File: config.mk
export PLATFORM = sky130hd
export DESIGN_NAME = argument_string_guard_core
export DESIGN_NICKNAME = d
export VERILOG_FILES = /design/src/asg_pkg.sv /design/src/asg_queue.sv /design/src/asg_front.sv /design/src/asg_back.sv /design/src/argument_string_guard_core.sv
export SDC_FILE = /design/constraint.sdc
export NUM_CORES = 1
export LEC_CHECK = 0
export BUFFER_PORTS_ARGS = -buffer_cell sky130_fd_sc_hd__buf_2
export CAP_MARGIN = 20
export CORE_MARGIN = 2
export CORE_UTILIZATION = 49
export DETAILED_ROUTE_END_ITERATION = 8
export PLACE_DENSITY = 0.71
export SLEW_MARGIN = 20
export SYNTH_ARGS = -nofsm -noshare
export SYNTH_HDL_FRONTEND = slang
export SYNTH_SLANG_ARGS = --single-unit
File: constraint.sdc
create_clock -name i_clk -period 2.5 [get_ports i_clk]
set_input_delay 0.5 -clock i_clk [delete_from_list [all_inputs] [get_ports i_clk]]
set_output_delay 0.5 -clock i_clk [all_outputs]
set_load 0.005 [all_outputs]
File: src/asg_pkg.sv
// Types, constants and match helpers of the argument string guard.
package asg_pkg;

    localparam logic [2:0] MODE_TEXT     = 3'd0;
    localparam logic [2:0] MODE_TOKEN    = 3'd1;
    localparam logic [2:0] MODE_RECORD   = 3'd2;
    localparam logic [2:0] MODE_LEG      = 3'd3;
    localparam logic [2:0] MODE_DIALPLAN = 3'd4;
    localparam logic [2:0] MODE_VARNAME  = 3'd5;

    localparam int HIST_LEN = 6;
    localparam int WIN_LEN  = 7;
    localparam int NUM_KW   = 4;
    localparam int NUM_BAD  = 6;
    localparam logic [3:0] COUNT_SAT = 4'd8;

    // Keyword order: aleg, bleg, both, inline.
    localparam int KW_ALEG   = 0;
    localparam int KW_BLEG   = 1;
    localparam int KW_BOTH   = 2;
    localparam int KW_INLINE = 3;

    localparam logic [7:0] KW_TEXT [NUM_KW][8] = '{
        '{"a", "l", "e", "g", 8'h00, 8'h00, 8'h00, 8'h00},
        '{"b", "l", "e", "g", 8'h00, 8'h00, 8'h00, 8'h00},
        '{"b", "o", "t", "h", 8'h00, 8'h00, 8'h00, 8'h00},
        '{"i", "n", "l", "i", "n", "e", 8'h00, 8'h00}
    };
    localparam logic [3:0] KW_LEN [NUM_KW] = '{4'd4, 4'd4, 4'd4, 4'd6};

    localparam logic [7:0] BAD_TEXT [NUM_BAD][8] = '{
        '{"e", "x", "e", "c", 8'h00, 8'h00, 8'h00, 8'h00},
        '{"h", "o", "o", "k", 8'h00, 8'h00, 8'h00, 8'h00},
        '{"a", "p", "i", "_", "o", "n", 8'h00, 8'h00},
        '{"n", "o", "l", "o", "c", "a", "l", 8'h00},
        '{"s", "i", "p", "_", "h", 8'h00, 8'h00, 8'h00},
        '{"x", "m", "l", "_", "c", "d", "r", 8'h00}
    };
    localparam logic [3:0] BAD_LEN [NUM_BAD] = '{4'd4, 4'd4, 4'd6, 4'd7, 4'd5, 4'd7};

    // One classified byte as it travels from the front to the back.
    typedef struct packed {
        logic [7:0] folded;
        logic       ctrl;
        logic       space;
        logic       colon;
        logic       dot;
        logic       nonid;
        logic       last;
        logic       empty;
    } t_item;

    // True if a keyword is still alive after the folded byte at position pos.
    function automatic logic kw_ok(input int k, input logic [3:0] pos,
                                   input logic [7:0] f);
        logic ok;
        ok = 1'b0;
        if (pos < KW_LEN[k]) begin
            ok = (f == KW_TEXT[k][pos[2:0]]);
        end
        return ok;
    endfunction

    // True if the window ends with the given forbidden word.
    function automatic logic bad_hit(input int k, input logic [7:0] win [WIN_LEN]);
        logic hit;
        hit = 1'b1;
        for (int j = 0; j < WIN_LEN; j++) begin
            if (j < int'(BAD_LEN[k])) begin
                if (win[WIN_LEN - 1 - j] != BAD_TEXT[k][3'(int'(BAD_LEN[k]) - 1 - j)]) begin
                    hit = 1'b0;
                end
            end
        end
        return hit;
    endfunction

endpackage

File: src/asg_queue.sv
// Small register queue that decouples the classifier from the evaluator.
module asg_queue #(
    parameter int WIDTH = 15,
    parameter int DEPTH = 4
) (
    input  logic             i_clk,
    input  logic             i_rst_n,
    input  logic             i_wr,
    input  logic [WIDTH-1:0] i_wdata,
    output logic             o_full,
    input  logic             i_rd,
    output logic [WIDTH-1:0] o_rdata,
    output logic             o_empty
);
    localparam int PW = (DEPTH > 1) ? $clog2(DEPTH) : 1;
    localparam int CW = $clog2(DEPTH + 1);

    logic [WIDTH-1:0] r_slot [DEPTH];
    logic [PW-1:0]    r_wr_ptr, n_wr_ptr;
    logic [PW-1:0]    r_rd_ptr, n_rd_ptr;
    logic [CW-1:0]    r_count, n_count;
    logic             do_wr, do_rd;

    assign o_full  = (r_count == CW'(DEPTH));
    assign o_empty = (r_count == '0);
    assign o_rdata = r_slot[r_rd_ptr];
    assign do_wr   = i_wr && !o_full;
    assign do_rd   = i_rd && !o_empty;

    always_comb begin
        n_wr_ptr = r_wr_ptr;
        n_rd_ptr = r_rd_ptr;
        n_count  = r_count;
        if (do_wr) begin
            n_wr_ptr = (r_wr_ptr == PW'(DEPTH - 1)) ? '0 : r_wr_ptr + 1'b1;
        end
        if (do_rd) begin
            n_rd_ptr = (r_rd_ptr == PW'(DEPTH - 1)) ? '0 : r_rd_ptr + 1'b1;
        end
        if (do_wr && !do_rd) begin
            n_count = r_count + 1'b1;
        end else if (do_rd && !do_wr) begin
            n_count = r_count - 1'b1;
        end
    end

    always_ff @(posedge i_clk) begin
        if (!i_rst_n) begin
            r_wr_ptr <= '0;
            r_rd_ptr <= '0;
            r_count  <= '0;
        end else begin
            r_wr_ptr <= n_wr_ptr;
            r_rd_ptr <= n_rd_ptr;
            r_count  <= n_count;
        end
    end

    always_ff @(posedge i_clk) begin
        if (do_wr) begin
            r_slot[r_wr_ptr] <= i_wdata;
        end
    end

endmodule

File: src/asg_front.sv
// Input stage: takes one byte a cycle while full is low, classifies and folds it, and feeds the queue.
module asg_front (
    input  logic          i_clk,
    input  logic          i_rst_n,
    input  logic          push,
    output logic          full,
    input  logic [7:0]    i_char_byte,
    input  logic          i_last_char,
    input  logic          i_empty_string,
    output logic          o_q_wr,
    output asg_pkg::t_item o_q_item,
    input  logic          i_q_full
);
    logic           r_valid, n_valid;
    asg_pkg::t_item r_item;
    asg_pkg::t_item cls;
    logic           take;
    logic           is_upper, is_lower, is_digit;

    assign is_upper = (i_char_byte >= "A") && (i_char_byte <= "Z");
    assign is_lower = (i_char_byte >= "a") && (i_char_byte <= "z");
    assign is_digit = (i_char_byte >= "0") && (i_char_byte <= "9");

    always_comb begin
        cls.folded = is_upper ? (i_char_byte + 8'h20) : i_char_byte;
        cls.ctrl   = (i_char_byte < 8'h20) || (i_char_byte == 8'h7f);
        cls.space  = (i_char_byte == 8'h20) ||
                     ((i_char_byte >= 8'h09) && (i_char_byte <= 8'h0d));
        cls.colon  = (i_char_byte == ":");
        cls.dot    = (i_char_byte == ".");
        cls.nonid  = !(is_upper || is_lower || is_digit || (i_char_byte == "_"));
        cls.last   = i_last_char;
        // The empty flag only means something on the final word.
        cls.empty  = i_last_char && i_empty_string;
    end

    assign o_q_wr   = r_valid;
    assign o_q_item = r_item;
    assign full     = r_valid && i_q_full;
    assign take     = push && !full;
    assign n_valid  = take || (r_valid && i_q_full);

    always_ff @(posedge i_clk) begin
        if (!i_rst_n) begin
            r_valid <= 1'b0;
        end else begin
            r_valid <= n_valid;
        end
    end

    always_ff @(posedge i_clk) begin
        if (take) begin
            r_item <= cls;
        end
    end

endmodule

File: src/asg_back.sv
// Evaluator: keeps the per-string flags and history and gives the verdict word.
module asg_back (
    input  logic           i_clk,
    input  logic           i_rst_n,
    input  logic           i_cfg_we,
    input  logic [2:0]     i_cfg_wdata,
    input  logic           i_q_empty,
    input  asg_pkg::t_item i_q_item,
    output logic           o_q_rd,
    output logic           empty,
    input  logic           pop,
    output logic           o_accepted
);
    logic [2:0] r_mode;

    logic r_ctrl, n_ctrl;
    logic r_space, n_space;
    logic r_prev_colon, n_prev_colon;
    logic r_dcolon, n_dcolon;
    logic r_prev_dot, n_prev_dot;
    logic r_ddot, n_ddot;
    logic r_nonid, n_nonid;
    logic r_exec, n_exec;
    logic [7:0] r_hist [asg_pkg::HIST_LEN];
    logic [7:0] n_hist [asg_pkg::HIST_LEN];
    logic [3:0] r_count, n_count;
    logic [asg_pkg::NUM_KW-1:0] r_alive, n_alive;
    logic [7:0] win [asg_pkg::WIN_LEN];
    logic [asg_pkg::NUM_KW-1:0] kw_match;

    logic r_out_valid, r_out_acc;
    logic take, finish, tok, verdict_full, verdict_empty, verdict;

    assign take   = !i_q_empty && (!i_q_item.last || !r_out_valid || pop);
    assign finish = take && i_q_item.last;
    assign o_q_rd = take;
    assign empty  = !r_out_valid;
    assign o_accepted = r_out_acc;

    always_comb begin
        n_ctrl       = r_ctrl | i_q_item.ctrl;
        n_space      = r_space | i_q_item.space;
        n_dcolon     = r_dcolon | (i_q_item.colon & r_prev_colon);
        n_prev_colon = i_q_item.colon;
        n_ddot       = r_ddot | (i_q_item.dot & r_prev_dot);
        n_prev_dot   = i_q_item.dot;
        n_nonid      = r_nonid | i_q_item.nonid;

        for (int i = 0; i < asg_pkg::HIST_LEN; i++) begin
            win[i] = r_hist[i];
        end
        win[asg_pkg::WIN_LEN-1] = i_q_item.folded;
        n_exec = r_exec;
        for (int k = 0; k < asg_pkg::NUM_BAD; k++) begin
            if (asg_pkg::bad_hit(k, win)) begin
                n_exec = 1'b1;
            end
        end
        for (int i = 0; i < asg_pkg::HIST_LEN; i++) begin
            n_hist[i] = win[i + 1];
        end

        for (int k = 0; k < asg_pkg::NUM_KW; k++) begin
            n_alive[k] = r_alive[k] & asg_pkg::kw_ok(k, r_count, i_q_item.folded);
        end
        n_count = (r_count < asg_pkg::COUNT_SAT) ? r_count + 4'd1 : r_count;

        for (int k = 0; k < asg_pkg::NUM_KW; k++) begin
            kw_match[k] = n_alive[k] && (n_count == asg_pkg::KW_LEN[k]);
        end
    end

    always_comb begin
        tok = !n_ctrl && !n_space && !n_dcolon;
        unique case (r_mode)
            asg_pkg::MODE_TEXT:     verdict_full = !n_ctrl;
            asg_pkg::MODE_TOKEN:    verdict_full = tok;
            asg_pkg::MODE_RECORD:   verdict_full = tok && !n_ddot;
            asg_pkg::MODE_LEG:      verdict_full = kw_match[asg_pkg::KW_ALEG] ||
                                                   kw_match[asg_pkg::KW_BLEG] ||
                                                   kw_match[asg_pkg::KW_BOTH];
            asg_pkg::MODE_DIALPLAN: verdict_full = tok && !kw_match[asg_pkg::KW_INLINE];
            asg_pkg::MODE_VARNAME:  verdict_full = !n_nonid && !n_exec;
            default:                verdict_full = 1'b0;
        endcase
        unique case (r_mode)
            asg_pkg::MODE_TEXT,
            asg_pkg::MODE_LEG,
            asg_pkg::MODE_DIALPLAN: verdict_empty = 1'b1;
            default:                verdict_empty = 1'b0;
        endcase
        verdict = i_q_item.empty ? verdict_empty : verdict_full;
    end

    always_ff @(posedge i_clk) begin
        if (!i_rst_n) begin
            r_mode <= asg_pkg::MODE_TEXT;
        end else if (i_cfg_we) begin
            r_mode <= i_cfg_wdata;
        end
    end

    always_ff @(posedge i_clk) begin
        if (!i_rst_n) begin
            r_out_valid <= 1'b0;
        end else if (finish) begin
            r_out_valid <= 1'b1;
        end else if (pop) begin
            r_out_valid <= 1'b0;
        end
    end

    always_ff @(posedge i_clk) begin
        if (finish) begin
            r_out_acc <= verdict;
        end
    end

    // Every final word, empty or not, leaves the string state cleared.
    always_ff @(posedge i_clk) begin
        if (!i_rst_n || finish) begin
            r_ctrl       <= 1'b0;
            r_space      <= 1'b0;
            r_prev_colon <= 1'b0;
            r_dcolon     <= 1'b0;
            r_prev_dot   <= 1'b0;
            r_ddot       <= 1'b0;
            r_nonid      <= 1'b0;
            r_exec       <= 1'b0;
            for (int i = 0; i < asg_pkg::HIST_LEN; i++) begin
                r_hist[i] <= 8'h00;
            end
            r_count      <= 4'd0;
            r_alive      <= '1;
        end else if (take) begin
            r_ctrl       <= n_ctrl;
            r_space      <= n_space;
            r_prev_colon <= n_prev_colon;
            r_dcolon     <= n_dcolon;
            r_prev_dot   <= n_prev_dot;
            r_ddot       <= n_ddot;
            r_nonid      <= n_nonid;
            r_exec       <= n_exec;
            r_hist       <= n_hist;
            r_count      <= n_count;
            r_alive      <= n_alive;
        end
    end

endmodule

File: src/argument_string_guard_core.sv
// Top level of the argument string guard: classifier, queue and evaluator.
//
//   channel   direction  handshake      payload
//   bytes     in         push / full    i_char_byte, i_last_char, i_empty_string
//   verdicts  out        pop / empty    o_accepted
//   config    in         i_cfg_we       i_cfg_wdata (check mode)
//
// One byte word is taken per cycle while full is low. A verdict passes through the
// classifier register, the queue and the verdict register after its final byte is pushed.
// Reset clears the queue, all string state and sets the check mode to text.
// A waiting verdict only stalls the queue at the next final byte; other bytes
// keep flowing, and full rises once the queue and the classifier register fill.
module argument_string_guard_core #(
    parameter int QUEUE_DEPTH = 4
) (
    input  logic       i_clk,
    input  logic       i_rst_n,
    input  logic       push,
    output logic       full,
    input  logic [7:0] i_char_byte,
    input  logic       i_last_char,
    input  logic       i_empty_string,
    output logic       empty,
    input  logic       pop,
    output logic       o_accepted,
    input  logic       i_cfg_we,
    input  logic [2:0] i_cfg_wdata
);
    localparam int ITEM_W = $bits(asg_pkg::t_item);

    logic           q_wr, q_full, q_rd, q_empty;
    asg_pkg::t_item q_in_item, q_out_item;
    logic [ITEM_W-1:0] q_rdata;

    assign q_out_item = asg_pkg::t_item'(q_rdata);

    asg_front u_front (
        .i_clk          (i_clk),
        .i_rst_n        (i_rst_n),
        .push           (push),
        .full           (full),
        .i_char_byte    (i_char_byte),
        .i_last_char    (i_last_char),
        .i_empty_string (i_empty_string),
        .o_q_wr         (q_wr),
        .o_q_item       (q_in_item),
        .i_q_full       (q_full)
    );

    asg_queue #(
        .WIDTH (ITEM_W),
        .DEPTH (QUEUE_DEPTH)
    ) u_queue (
        .i_clk   (i_clk),
        .i_rst_n (i_rst_n),
        .i_wr    (q_wr),
        .i_wdata (q_in_item),
        .o_full  (q_full),
        .i_rd    (q_rd),
        .o_rdata (q_rdata),
        .o_empty (q_empty)
    );

    asg_back u_back (
        .i_clk       (i_clk),
        .i_rst_n     (i_rst_n),
        .i_cfg_we    (i_cfg_we),
        .i_cfg_wdata (i_cfg_wdata),
        .i_q_empty   (q_empty),
        .i_q_item    (q_out_item),
        .o_q_rd      (q_rd),
        .empty       (empty),
        .pop         (pop),
        .o_accepted  (o_accepted)
    );

endmodule

# Word level (Yosys, flattened, before mapping)
# Memories as Yosys holds them, arrays and structs flattened. A register that Yosys moved wholly into a read port is not among the register bits.
# Index checks and enable logic that the tools add are counted.
op_classes:
  n_addsub: 6
  order_cmp: 13
  eq_ne: 44
  mux: 60
  bitwise: 12
  n_reduce_logical: 54
op_table:
  columns: ["cell", "n"]
  rows:
  - ["!= test 8 x 7 -> 1 bit (second input constant)", 22]
  - ["2-to-1 mux 8 bit", 9]
  - ["2-to-1 mux 1 bit", 43]
  - ["equality test 8 bit", 4]
  - ["equality test 8 x 6 -> 1 bit (second input constant)", 3]
  - ["!= test 8 bit (second input constant)", 3]
  - ["logical AND 1 bit", 22]
  - ["equality test 8 x 7 -> 1 bit (second input constant)", 2]
  - [">= comparator 8 x 7 -> 1 bit (second input constant)", 2]
  - ["less-or-equal comparator 8 x 7 -> 1 bit (second input constant)", 2]
  - ["logical NOT 1 bit", 16]
  - ["logical OR 1 bit", 11]
  - ["equality test 3 bit (second input constant)", 3]
  - ["adder 8 x 6 -> 8 bit (second input constant)", 1]
  - ["equality test 4 x 3 -> 1 bit (second input constant)", 2]
  - [">= comparator 8 x 4 -> 1 bit (second input constant)", 1]
  - [">= comparator 8 x 6 -> 1 bit (second input constant)", 1]
  - ["less-or-equal comparator 8 x 4 -> 1 bit (second input constant)", 1]
  - ["less-or-equal comparator 8 x 6 -> 1 bit (second input constant)", 1]
  - ["less-than comparator 4 x 3 -> 1 bit (second input constant)", 2]
  - ["less-than comparator 8 x 6 -> 1 bit (second input constant)", 1]
  - ["2-to-1 mux 2 bit", 4]
  - ["AND 1 bit", 6]
  - ["equality test 3 x 2 -> 1 bit (second input constant)", 2]
  - ["16 further kinds", 25]
totals:
  regBits: 92
  mem_bits_rw: 60
  rom_bits: 256
  input_bits: 18
  mem_count: 5
mem_list:
  columns: ["name", "depth", "width", "rd", "rd_clocked_by_memory_dff", "wr", "line_no", "rtl"]
  rows:
  - ["(name not given)", 8, 8, 1, 0, 0, "asg_pkg.sv:59", "ok = (f == KW_TEXT[k][pos[2:0]]);"]
  - ["(name not given)", 8, 8, 1, 0, 0, "asg_pkg.sv:59", null]
  - ["(name not given)", 8, 8, 1, 0, 0, "asg_pkg.sv:59", null]
  - ["(name not given)", 8, 8, 1, 0, 0, "asg_pkg.sv:59", null]
  - ["u_queue.r_slot", 4, 15, 1, 1, 1, "asg_queue.sv:18", "logic [WIDTH-1:0] r_slot [DEPTH];"]

# Longest topological paths before layout
# Gate-level depths: netlist of run 1.
logic_depth:
  ltp_word: 15
  depth_mapped: 12

# By module
# A second synthesis of run 1 with hierarchy kept.
hier_totals:
  hier_cells: 615
  hier_area_um2: 6740.2
modules_own_cells:
  columns: ["mod", "n_inst", "cells_per_inst", "area_each_um2"]
  rows:
  - ["asg_back", 1, 419, 3241.9]
  - ["asg_queue", 1, 129, 2667.6]
  - ["asg_front", 1, 67, 830.8]

# Worst setup path after synthesis of run 1
# No wires, ideal clock.
synth_path:
  path_type: "register to register"
  from: "register (tool-made name)"
  to: "register u_queue.r_count[2]"
  setup_ns: 0.076
  arrival_ns: 2.618
  slack_ns: -0.194
  stages_incl_launch_ff: 13
  synth_period_minus_slack_ns: 2.694
  cell_sequence: "dfxtp_1 > buf_6 > buf_12 > mux4_2 > a21oi_2 > inv_2 > clkbuf_1 > ha_1 > inv_1 > fa_1 > xor2_1 > or3_1 > a21boi_0"
synth_rtl:
  columns: ["item", "line_no", "rtl"]
  rows:
  - ["to (signal assigned)", "asg_queue.sv:55", "r_count <= n_count;"]
  - ["to (decl)", "asg_queue.sv:21", "logic [CW-1:0] r_count, n_count;"]

==> results of run 1 <==
[layout by cell type (no fill, tap or decap), types with 12 or more instances in the layout]
cell	instances
a21oi_1	66
buf_2	20
buf_4	30
clkbuf_16	17
dfxtp_1	76
edfxtp_1	76
ha_1	12
mux4_2	12
nand2_1	113
nor2_1	27
[sequential cells by signal (all words and copies together), names as in the netlist, named ones only]
signal and cells:
u_back.o_accepted 1, u_back.r_dcolon 1, u_back.r_out_valid 1, u_back.r_nonid 1, u_back.r_hist 8, u_front.o_q_wr 1, u_back.r_alive 4, u_queue.r_count 3
u_back.r_space 1, u_back.r_ddot 1, u_queue.r_rd_ptr 2, u_back.r_count 4, u_back.r_prev_colon 1, u_back.r_mode 3, u_back.n_hist 40, u_front.o_q_item 15
u_queue.r_wr_ptr 2, u_back.r_ctrl 1, u_back.r_prev_dot 1, u_queue.r_slot 60, u_back.r_exec 1
[final cells by class]
cell class / count / area, µm² / area share [%]
Clock inverter: 15 / 131 / 1.72
Timing Repair Buffer: 52 / 360 / 4.71
Clock buffer: 17 / 425 / 5.56
Inverter: 14 / 52.6 / 0.687
Tap cell: 176 / 220 / 2.88
Multi-Input combinational cell: 389 / 2610 / 34.1
Sequential cell: 154 / 3850 / 50.3
[cell families after synthesis]
logic type,Yosys count,share of synthesized area [%]
XOR/XNOR,12,1.59
buffers and inverters,40,3.03
flip-flops,154,58.2
adder cells (fa/ha/maj),14,2.77
AO/OA/AOI/OAI,113,10.6
AND/OR/NAND/NOR,227,17.2
multiplexers,23,6.58
[power by group through the flow]
stage | Sequential [mW] | Combinational, mW | Clock [mW]
after floorplan | 3.19 | 1.89 | 0
after global placement | 3.25 | 2.39 | 0
after detailed placement | 3.27 | 2.46 | 0
after CTS | 3.22 | 2.49 | 2.44
after global routing | 3.27 | 2.80 | 2.55
final | 3.23 | 2.54 | 2.40
[through the flow]
step	setup slack (ns)	power, mW	cells	cell area, µm²
after floorplan	0.00858	5.09	583	6630
after global placement	-0.0457	5.64	784	7040
after detailed placement	-0.114	5.73	784	7040
after CTS	0.0273	8.15	816	7610
after global routing	0.0000973	8.63	817	7650
final	0.0989	8.17	817	7650
[repair_timing]
item | 4_1_cts | 5_1_grt
pin swaps | 0 | 3
endpoints found under the setup margin | 3 | 1
setup buffers | 0 | 1
resized for setup | 3 | 8
cloned | 0 | 0
[final timing paths]
check | start | endpoint | slack (ns) | depth (start not counted)
worst min register to register | u_back.r_alive[3] | u_back.r_alive[3] | 0.46 | 1
worst max-delay path | flip-flop | u_back.o_accepted | 0.1 | 6
worst min-delay path | i_last_char | u_front.o_q_item[1] | 0.26 | 1
worst max register to register | flip-flop | u_back.o_accepted | 0.1 | 6
[per-layer routing]
| metal | up-vias | wire, µm |
|---|---|---|
| met4 | 0 | 332 |
| met2 | 105 | 6730 |
| met3 | 28 | 442 |
| met1 | 2223 | 5600 |
| li1 | 2213 | - |
| met5 | - | 0 |
[critical path: cells and delay by family (launching register included)]
kind	cells	cell delay (ns)
compound gates	3	0.49
buf+inv	1	0.16
flops	1	0.39
mux	1	0.56
simple gates	1	0.55
==> reports/qor.json, run 1 <==
{
  "setup_path": {
    "timing.critical_path.fanout_max": 9,
    "timing_worst_setup_path_type": "reg2reg",
    "worst_setup_path_end_kind": "flip-flop",
    "worst-endpoint-required_ns": 2.68,
    "crit_path_cell_trace": "buf_8, mux4_2, or4_4, a21oi_4, o311ai_1, o221a_1",
    "critical_path_at_ns": 2.58,
    "timing.critical_path.slowest_stage_cell": "mux4_2",
    "timing.critical_path.from_type": "flip-flop",
    "critPathMaxStageDelay_ns": 0.56
  },
  "drt": {
    "detail_route.iter0.violations": 359,
    "wire_per_inst_um": 16.1,
    "detailroute.via_count": 4569,
    "detail_route.drc_violations": 0,
    "wl_um": 13100,
    "dr.pass1.iters": 5,
    "post_drt_via_cell_ratio": 5.59,
    "drt.antenna.violating_nets": 0
  },
  "sta": {
    "setup_viol": 0,
    "hold_violations": 0,
    "max_slew.worst_pin.slew_ns": 0.595,
    "fmax_ghz": 0.416,
    "grt_setup_unrepaired": "no",
    "fin_skew_ns": 0.0144,
    "fin_crit_sh_pct": 96.0,
    "worst_hold_check_slack_ns": 0.262,
    "fin_setup_tns_ns": 0,
    "layout_min_cycle_time_ns": 2.40,
    "slew_headroom_pct": 60.3,
    "drv_slew": 0
  },
  "floorplanning": {
    "die_height_um": 120,
    "die_w_um": 120,
    "row_count": 42,
    "floorplan.initialDensity_pct": 50.0,
    "core_um2": 13200,
    "design.portCount": 21,
    "die-area_um2": 14400
  },
  "pwr": {
    "vdd.ir_drop.worst_uv": 599,
    "switching_share_pct": 34.6,
    "power.clock.fraction_pct": 29.4,
    "leakage_nw": 2.59,
    "power_frac_seq_pct": 39.5,
    "internal_power_mw": 5.34,
    "powerDensity_nw_per_um2": 1070,
    "combPwrFrac_pct": 31.1,
    "p_switching_mw": 2.83
  },
  "finish": {
    "design.final.nets": 660,
    "filler_cell_count": 1092,
    "post-route-util_pct": 58.0,
    "area_growth_pct": 15.9,
    "layout-drive-gt1-share_pct": 18.1,
    "diodes": 0
  },
  "clock_network": {
    "number_of_clock_buffers_inserted_by_tritoncts": 17,
    "worstSkewPairLatency_ns": 0.43,
    "numClockSinks": 154,
    "tritoncts": "done",
    "post_cts_hold_buffer_count": 0,
    "clk_tree_root_cell": "clkbuf_16",
    "clkSlewWorstSetupHoldPaths_ns": 0.06,
    "clock_path_buffers": 2,
    "h-tree-depth": 4
  },
  "global_route": {
    "grt-ovfl-total": 0,
    "gr-usage-all-layers_pct": 19.6,
    "groute.layer.met2.usage_pct": 33.6,
    "number_of_antenna_violations_at_the_first_check_in_global_routing": 0,
    "met1_capacity_usage_during_global_routing_pct": 23.4,
    "vias_in_the_first_global_route": 4553,
    "globalRoute.busiestLayer": "met2",
    "global_route_wire_length_before_repair_um": 21900,
    "grt_start_max_net_pins": 60,
    "met3_usage_pct": 4.85
  },
  "synthesis": {
    "synthesis.area_um2": 6600,
    "leading_cell_types_by_total_area_after_synthesis": "edfxtp_1, dfxtp_1, nand2_1, a21oi_1, mux4_2",
    "mapped_avg_cell_area_um2": 11.3,
    "synth_common_cells": "nand2_1, dfxtp_1, edfxtp_1, a21oi_1, nor2_1",
    "ys_seq_area_share_pct": 58.2,
    "synth_enable_flop_cells": 76,
    "most_repeated_cell_in_the_gate_level_netlist_after_synthesis": "nand2_1",
    "postSynthNetCount": 615,
    "ys_async_sr_fraction_pct": 0,
    "distinct_cell_type_count_of_the_synthesized_netlist": 67,
    "yosys.area.top_type_share_pct": 34.6,
    "postSynthRegisterBits": 154,
    "synth_area_leader_cell": "edfxtp_1",
    "synth_warnings": 0,
    "synth_top_flop_cell": "dfxtp_1",
    "synth_cells": 583
  },
  "placed_design": {
    "detailed_place_hpwl_um": 9000,
    "gp_routability_congestion": 0.900,
    "io_buffers": 20
  },
  "flow_run": {
    "timing.max_cap.violations": 0
  },
  "hold_path": {
    "holdCritPathClass": "in2reg"
  },
  "run_status": {
    "status": "completed"
  }
}
No activity file was read; power rests on OpenSTA's default activity.
==> run 2: changes to the inputs <==
--- a/config.mk
+++ b/config.mk
@@ -11,6 +11,7 @@
 export CORE_UTILIZATION = 49
 export DETAILED_ROUTE_END_ITERATION = 8
 export PLACE_DENSITY = 0.71
+export SETUP_SLACK_MARGIN = 0.3
 export SLEW_MARGIN = 20
 export SYNTH_ARGS = -nofsm -noshare
 export SYNTH_HDL_FRONTEND = slang
==> reports/qor.json, run 2 (same netlist as run 1, synthesis figures left out) <==
{
  "setup_path": {
    "ff2ff_path_depth": {"value": 6, "change": "unchanged"},
    "crit_path_cell_trace": {"value": "or3b_2, nor4_1, a32oi_1, o21ai_0, o311ai_1, o221a_1", "change": "was buf_8, mux4_2, or4_4, a21oi_4, o311ai_1, o221a_1"},
    "path_buf_inv": {"value": 0, "change": "was 1"},
    "worst_setup_path_end_kind": {"value": "flip-flop", "change": "unchanged"},
    "timing.critical_path.from_type": {"value": "flip-flop", "change": "unchanged"},
    "timing.critical_path.slowest_stage_cell": {"value": "or3b_2", "change": "was mux4_2"},
    "timing_worst_setup_path_type": {"value": "reg2reg", "change": "unchanged"},
    "worst-endpoint-required": {"value": 2.67, "unit": "ns", "change": "was 2.68 ns"},
    "timing.critical_path.fanout_max": {"value": 3, "change": "was 9"},
    "cp_top_family": {"value": "compound AO/OA/AOI/OAI gates", "change": "was multiplexers"},
    "critical_path_at": {"value": 2.70, "unit": "ns", "change": "was 2.58 ns"},
    "cp_num_cells": {"value": 6, "change": "unchanged"},
    "critPathMaxStageDelay": {"value": 0.48, "unit": "ns", "change": "was 0.56 ns"}
  },
  "finish": {
    "commonest_cells_after_routing_fill_and_taps_aside": {"value": "nand2_1, dfxtp_1, edfxtp_1, a21oi_1, buf_4", "change": "unchanged"},
    "largest_register_ffs": {"value": 60, "change": "unchanged"},
    "area_growth": {"value": 23.8, "unit": "%", "change": "was 15.9%"},
    "fin_cells": {"value": 838, "change": "was 817"},
    "layout_commonest_cell": {"value": "nand2_1", "change": "unchanged"},
    "design.final.nets": {"value": 681, "change": "was 660"},
    "layout-drive-gt1-share": {"value": 22.1, "unit": "%", "change": "was 18.1%"},
    "diodes": {"value": 0, "change": "unchanged"},
    "regMostFlops": {"value": "u_queue.r_slot", "change": "unchanged"}
  },
  "pwr": {
    "powerDensity": {"value": 1140, "unit": "nW/µm²", "change": "was 1070 nW/µm²"},
    "leakage": {"value": 2.82, "unit": "nW", "change": "was 2.59 nW"},
    "totalPowerFinal": {"value": 9.32, "unit": "mW", "change": "was 8.17 mW"},
    "vdd.ir_drop.worst": {"value": 533, "unit": "µV", "change": "was 599 µV"}
  },
  "sta": {
    "fin_crit_sh": {"value": 101, "unit": "%", "change": "was 96.0%"},
    "post-route-worst-setup-slack": {"value": -0.0325, "unit": "ns", "change": "was 0.0989 ns"},
    "setup_viol": {"value": 1, "change": "was 0"},
    "fin_skew": {"value": 0.0134, "unit": "ns", "change": "was 0.0144 ns"},
    "max_slew.worst_pin.slew": {"value": 0.572, "unit": "ns", "change": "was 0.595 ns"},
    "drv_slew": {"value": 0, "change": "unchanged"},
    "hold_violations": {"value": 0, "change": "unchanged"},
    "grt_setup_unrepaired": {"value": "yes", "change": "was no"},
    "slew_headroom": {"value": 61.5, "unit": "%", "change": "was 60.3%"},
    "fmax": {"value": 0.395, "unit": "GHz", "change": "was 0.416 GHz"},
    "layout_min_cycle_time": {"value": 2.53, "unit": "ns", "change": "was 2.40 ns"}
  },
  "clock_network": {
    "tritoncts": {"value": "done", "change": "unchanged"},
    "number_of_clock_buffers_inserted_by_tritoncts": {"value": 17, "change": "unchanged"},
    "numClockSinks": {"value": 154, "change": "unchanged"},
    "post_cts_hold_buffer_count": {"value": 0, "change": "unchanged"},
    "clkSlewWorstSetupHoldPaths": {"value": 0.07, "unit": "ns", "change": "was 0.06 ns"},
    "worstSkewPairLatency": {"value": 0.43, "unit": "ns", "change": "about the same"},
    "h-tree-depth": {"value": 4, "change": "unchanged"},
    "clock_path_buffers": {"value": 2, "change": "unchanged"},
    "clk_tree_root_cell": {"value": "clkbuf_16", "change": "unchanged"}
  },
  "drt": {
    "detail_route.drc_violations": {"value": 0, "change": "unchanged"},
    "detailroute.via_count": {"value": 4838, "change": "was 4569"},
    "drt.antenna.violating_nets": {"value": 0, "change": "unchanged"},
    "wire_per_inst": {"value": 18.5, "unit": "µm", "change": "was 16.1 µm"},
    "detail_route.iter0.violations": {"value": 451, "change": "was 359"},
    "post_drt_via_cell_ratio": {"value": 5.77, "change": "was 5.59"},
    "dr.pass1.iters": {"value": 5, "change": "unchanged"},
    "wl": {"value": 15500, "unit": "µm", "change": "was 13100 µm"}
  },
  "floorplanning": {
    "row_count": {"value": 42, "change": "unchanged"},
    "die_height": {"value": 120, "unit": "µm", "change": "unchanged"},
    "die_w": {"value": 120, "unit": "µm", "change": "unchanged"},
    "design.portCount": {"value": 21, "change": "unchanged"},
    "die-area": {"value": 14400, "unit": "µm²", "change": "unchanged"},
    "floorplan.initialDensity": {"value": 50.0, "unit": "%", "change": "unchanged"},
    "core": {"value": 13200, "unit": "µm²", "change": "unchanged"}
  },
  "placed_design": {
    "io_buffers": {"value": 20, "change": "unchanged"},
    "dp_slack": {"value": -0.132, "unit": "ns", "change": "was -0.114 ns"},
    "detailed_place_hpwl": {"value": 8870, "unit": "µm", "change": "was 9000 µm"},
    "gp_routability_congestion": {"value": 0.879, "change": "was 0.900"},
    "placed_cells": {"value": 782, "change": "was 784"}
  },
  "flow_run": {
    "timing.max_cap.violations": {"value": 0, "change": "unchanged"}
  },
  "global_route": {
    "global_route_wire_length_before_repair": {"value": 24200, "unit": "µm", "change": "was 21900 µm"},
    "gr-usage-all-layers": {"value": 21.9, "unit": "%", "change": "was 19.6%"},
    "grt-ovfl-total": {"value": 0, "change": "unchanged"},
    "number_of_antenna_violations_at_the_first_check_in_global_routing": {"value": 0, "change": "unchanged"},
    "grt_start_max_net_pins": {"value": 52, "change": "was 60"},
    "vias_in_the_first_global_route": {"value": 4843, "change": "was 4553"}
  },
  "run_status": {
    "failed_checks": "setup timing",
    "status": {"value": "complete, but fails checks", "change": "was completed"}
  },
  "hold_path": {
    "worst_hold_path.num_cells": {"value": 1, "change": "unchanged"},
    "holdCritPathClass": {"value": "in2reg", "change": "unchanged"}
  }
}
[run 2: cell types whose count changed in the layout (fill, tap and decap cells not counted), sizes merged]
cell	previous run	this run
inv	22	18
buf	52	68
clkbuf	17	27
clkinv	6	4
bufinv	0	1
[run 2: cell type report]
cell class,count,area (µm²)
fillers,1000,5020
flip-flops and latches,154,3850
well taps,176,220
inverters,14,55.1
clock inverters,10,101
repair buffers,73,778
multi-input cells,389,2670
clock buffers,22,497
[run 2: final timing paths]
path                     startpoint             endpoint  slack [ns]
setup / recovery  u_back.n_hist[40]    u_back.o_accepted       -0.03
hold / removal          i_last_char  u_front.o_q_item[1]        0.27
setup reg to reg  u_back.n_hist[40]    u_back.o_accepted       -0.03
hold reg to reg   u_back.r_hist[47]    u_back.r_hist[47]        0.46
[run 2: timing repair]
item                                    4_1_cts  5_1_grt
gates resized for setup                      23       22
gates cloned                                  5        5
endpoints found under the setup margin       71       67
buffers inserted                              9        5
pin swaps                                     4        2
[run 2: power by group]
group / total, mW / switching (mW) / leakage, nW / internal [mW]
Clock: 2.55 / 1.02 / 0.293 / 1.53
Sequential: 3.26 / 0.284 / 1.34 / 2.98
Combinational: 3.50 / 1.83 / 1.19 / 1.68
Total: 9.32 / 3.13 / 2.82 / 6.18
[run 2: through the flow]
step / utilization (%) / instance area, µm² / setup TNS [ns] / hold slack (ns)
after global placement: 53.3 / 7030 / -1.55 / 0.431
after detailed placement: 53.3 / 7030 / -5.13 / 0.449
final: 62.0 / 8170 / -0.0325 / 0.267
after floorplan: - / 6630 / 0 / 0.418
after global routing: 62.0 / 8170 / -0.0356 / 0.256
after CTS: 60.2 / 7940 / 0 / 0.253
[run 2: per-layer routing]
layer | part of all wire (%) | track usage (%) | wire, µm
met2 | 52 | 37.6 | 8120
met1 | 39 | 25.4 | 6030
met4 | 2.5 | 11.3 | 395
met5 | 0 | 0 | 0
met3 | 6.2 | 5.51 | 963
==> run 3: changes to the inputs <==
--- a/config.mk
+++ b/config.mk
@@ -5,12 +5,11 @@
 export SDC_FILE = /design/constraint.sdc
 export NUM_CORES = 1
 export LEC_CHECK = 0
-export BUFFER_PORTS_ARGS = -buffer_cell sky130_fd_sc_hd__buf_2
-export CAP_MARGIN = 20
 export CORE_MARGIN = 2
 export CORE_UTILIZATION = 49
 export DETAILED_ROUTE_END_ITERATION = 8
-export PLACE_DENSITY = 0.71
+export DONT_BUFFER_PORTS = 1
+export PLACE_DENSITY = 0.69
 export SETUP_SLACK_MARGIN = 0.3
 export SLEW_MARGIN = 20
 export SYNTH_ARGS = -nofsm -noshare
==> reports/qor.json, run 3 (same netlist as run 1, synthesis figures left out) <==
{
  "finish": {
    "layout_commonest_cell": {"value": "nand2_1", "change": "unchanged"},
    "largest_register_ffs": {"value": 60, "change": "unchanged"},
    "fin_cells": {"value": 810, "change": "was 838"},
    "area_growth": {"value": 19.3, "unit": "%", "change": "was 23.8%"},
    "regMostFlops": {"value": "u_queue.r_slot", "change": "unchanged"},
    "layout-drive-gt1-share": {"value": 18.8, "unit": "%", "change": "was 22.1%"},
    "diodes": {"value": 0, "change": "unchanged"},
    "commonest_cells_after_routing_fill_and_taps_aside": {"value": "nand2_1, dfxtp_1, edfxtp_1, a21oi_1, buf_4", "change": "unchanged"},
    "design.final.nets": {"value": 653, "change": "was 681"}
  },
  "sta": {
    "grt_setup_unrepaired": {"value": "yes", "change": "unchanged"},
    "hold_violations": {"value": 0, "change": "unchanged"},
    "max_slew.worst_pin.slew": {"value": 0.525, "unit": "ns", "change": "was 0.572 ns"},
    "fin_skew": {"value": 0.0146, "unit": "ns", "change": "was 0.0134 ns"},
    "setup_viol": {"value": 0, "change": "was 1"},
    "layout_min_cycle_time": {"value": 2.37, "unit": "ns", "change": "was 2.53 ns"},
    "drv_slew": {"value": 0, "change": "unchanged"},
    "fin_crit_sh": {"value": 94.8, "unit": "%", "change": "was 101%"},
    "fmax": {"value": 0.422, "unit": "GHz", "change": "was 0.395 GHz"},
    "worst_hold_check_slack": {"value": 0.172, "unit": "ns", "change": "was 0.267 ns"},
    "slew_headroom": {"value": 64.9, "unit": "%", "change": "was 61.5%"}
  },
  "clock_network": {
    "numClockSinks": {"value": 154, "change": "unchanged"},
    "clk_tree_root_cell": {"value": "clkbuf_16", "change": "unchanged"},
    "clock_path_buffers": {"value": 2, "change": "unchanged"},
    "worstSkewPairLatency": {"value": 0.43, "unit": "ns", "change": "about the same"},
    "post_cts_hold_buffer_count": {"value": 0, "change": "unchanged"},
    "clkSlewWorstSetupHoldPaths": {"value": 0.06, "unit": "ns", "change": "was 0.07 ns"},
    "h-tree-depth": {"value": 4, "change": "unchanged"},
    "tritoncts": {"value": "done", "change": "unchanged"},
    "number_of_clock_buffers_inserted_by_tritoncts": {"value": 17, "change": "unchanged"}
  },
  "hold_path": {
    "worst_hold_path.endpoint": {"value": "u_front.o_q_item[1]", "change": "unchanged"},
    "holdCritPathClass": {"value": "in2reg", "change": "unchanged"},
    "worst_hold_path.num_cells": {"value": 0, "change": "was 1"},
    "hold_path.startpoint": {"value": "i_last_char", "change": "unchanged"}
  },
  "floorplanning": {
    "die-area": {"value": 14400, "unit": "µm²", "change": "unchanged"},
    "row_count": {"value": 42, "change": "unchanged"},
    "floorplan.initialDensity": {"value": 50.0, "unit": "%", "change": "unchanged"},
    "design.portCount": {"value": 21, "change": "unchanged"},
    "die_w": {"value": 120, "unit": "µm", "change": "unchanged"},
    "die_height": {"value": 120, "unit": "µm", "change": "unchanged"},
    "core": {"value": 13200, "unit": "µm²", "change": "unchanged"}
  },
  "drt": {
    "detail_route.drc_violations": {"value": 0, "change": "unchanged"},
    "detail_route.iter0.violations": {"value": 293, "change": "was 451"},
    "detailroute.via_count": {"value": 4586, "change": "was 4838"},
    "post_drt_via_cell_ratio": {"value": 5.66, "change": "was 5.77"},
    "dr.pass1.iters": {"value": 5, "change": "unchanged"},
    "drt.antenna.violating_nets": {"value": 0, "change": "unchanged"},
    "wl": {"value": 13800, "unit": "µm", "change": "was 15500 µm"},
    "wire_per_inst": {"value": 17.1, "unit": "µm", "change": "was 18.5 µm"}
  },
  "global_route": {
    "grt_start_max_net_pins": {"value": 60, "change": "was 52"},
    "gr-usage-all-layers": {"value": 19.9, "unit": "%", "change": "was 21.9%"},
    "number_of_antenna_violations_at_the_first_check_in_global_routing": {"value": 0, "change": "unchanged"},
    "vias_in_the_first_global_route": {"value": 4590, "change": "was 4843"},
    "grt-ovfl-total": {"value": 0, "change": "unchanged"},
    "global_route_wire_length_before_repair": {"value": 22200, "unit": "µm", "change": "was 24200 µm"}
  },
  "setup_path": {
    "worst-endpoint-required": {"value": 2.67, "unit": "ns", "change": "about the same"},
    "worst_setup_path_end_kind": {"value": "flip-flop", "change": "unchanged"},
    "r2r-end": {"value": "u_back.o_accepted", "change": "unchanged"},
    "timing.critical_path.fanout_max": {"value": 6, "change": "was 3"},
    "ff2ff_path_depth": {"value": 6, "change": "unchanged"},
    "timing.critical_path.from_type": {"value": "flip-flop", "change": "unchanged"},
    "timing_worst_setup_path_type": {"value": "reg2reg", "change": "unchanged"},
    "critical_path_at": {"value": 2.54, "unit": "ns", "change": "was 2.70 ns"},
    "setup.reg_to_reg.worst_slack": {"value": 0.13, "unit": "ns", "change": "was -0.03 ns"}
  },
  "pwr": {
    "vdd.ir_drop.worst": {"value": 597, "unit": "µV", "change": "was 533 µV"},
    "powerDensity": {"value": 1130, "unit": "nW/µm²", "change": "was 1140 nW/µm²"},
    "totalPowerFinal": {"value": 8.94, "unit": "mW", "change": "was 9.32 mW"},
    "leakage": {"value": 2.65, "unit": "nW", "change": "was 2.82 nW"}
  },
  "flow_run": {
    "timing.max_cap.violations": {"value": 0, "change": "unchanged"}
  },
  "run_status": {
    "status": {"value": "completed", "change": "was complete, but fails checks"}
  },
  "placed_design": {
    "gp_routability_congestion": {"value": 0.866, "change": "was 0.879"},
    "placed_cells": {"value": 766, "change": "was 782"},
    "detailed_place_hpwl": {"value": 8950, "unit": "µm", "change": "was 8870 µm"},
    "io_buffers": {"value": 0, "change": "was 20"}
  }
}
[run 3: report_power, final]
part	leakage [nW]	internal, mW	total (mW)	switching (mW)
logic	1.01	1.39	3.04	1.65
clock network	0.302	1.63	2.65	1.03
registers	1.34	2.98	3.24	0.266
total	2.65	6.00	8.94	2.94
[run 3: final cells by class]
cell class	count	area, µm²
Multi-Input combinational cell	389	2680
Fill cell	1045	5320
Tap cell	176	220
Clock inverter	11	129
Sequential cell	154	3850
Clock buffer	21	493
Timing Repair Buffer	45	453
Inverter	14	52.6
[run 3: per-layer routing]
layer | up-vias | part of all wire [%] | global-route usage [%]
met1 | 2232 | 42 | 23.8
met2 | 124 | 51 | 33.8
met3 | 31 | 4.2 | 5.42
met4 | 0 | 2.8 | 8.31
li1 | 2199 | - | -
met5 | - | 0 | 0
[run 3: what timing repair did]
item	4_1_cts	5_1_grt
gates cloned	0	2
endpoints found under the hold margin	0	0
setup endpoints to repair	71	59
pin swaps	2	5
setup buffers	3	7
gates resized for setup	19	21
[run 3: critical path, cell delays in order, from the launching register on]
cell and delay (ns):
dfxtp_4 0.40, mux4_2 0.52, nand4bb_4 0.27, or4_4 0.45, a21oi_4 0.15, o311ai_1 0.11, o221a_1 0.22
[run 3: per-stage QoR]
stage / cell area, µm² / worst slack [ns] / TNS (ns) / util [%]
6_report: 7880 / 0.130 / 0 / 59.7
4_1_cts: 7670 / 0.136 / 0 / 58.1
3_3_place_gp: 6960 / 0.0381 / 0 / 52.8
2_1_floorplan: 6630 / 0.0392 / 0 / -
5_1_grt: 7880 / 0.0628 / 0 / 59.7
3_5_place_dp: 6960 / -0.0538 / -0.0538 / 52.8
[run 3: how the worst max path moves through the flow]
stage	end	cells past startpoint
after floorplan	u_queue.r_count[2]	12
after global placement	u_back.o_accepted	6
after detailed placement	u_back.o_accepted	6
after CTS	u_back.o_accepted	6
after global routing	u_back.o_accepted	8
final	u_back.o_accepted	6
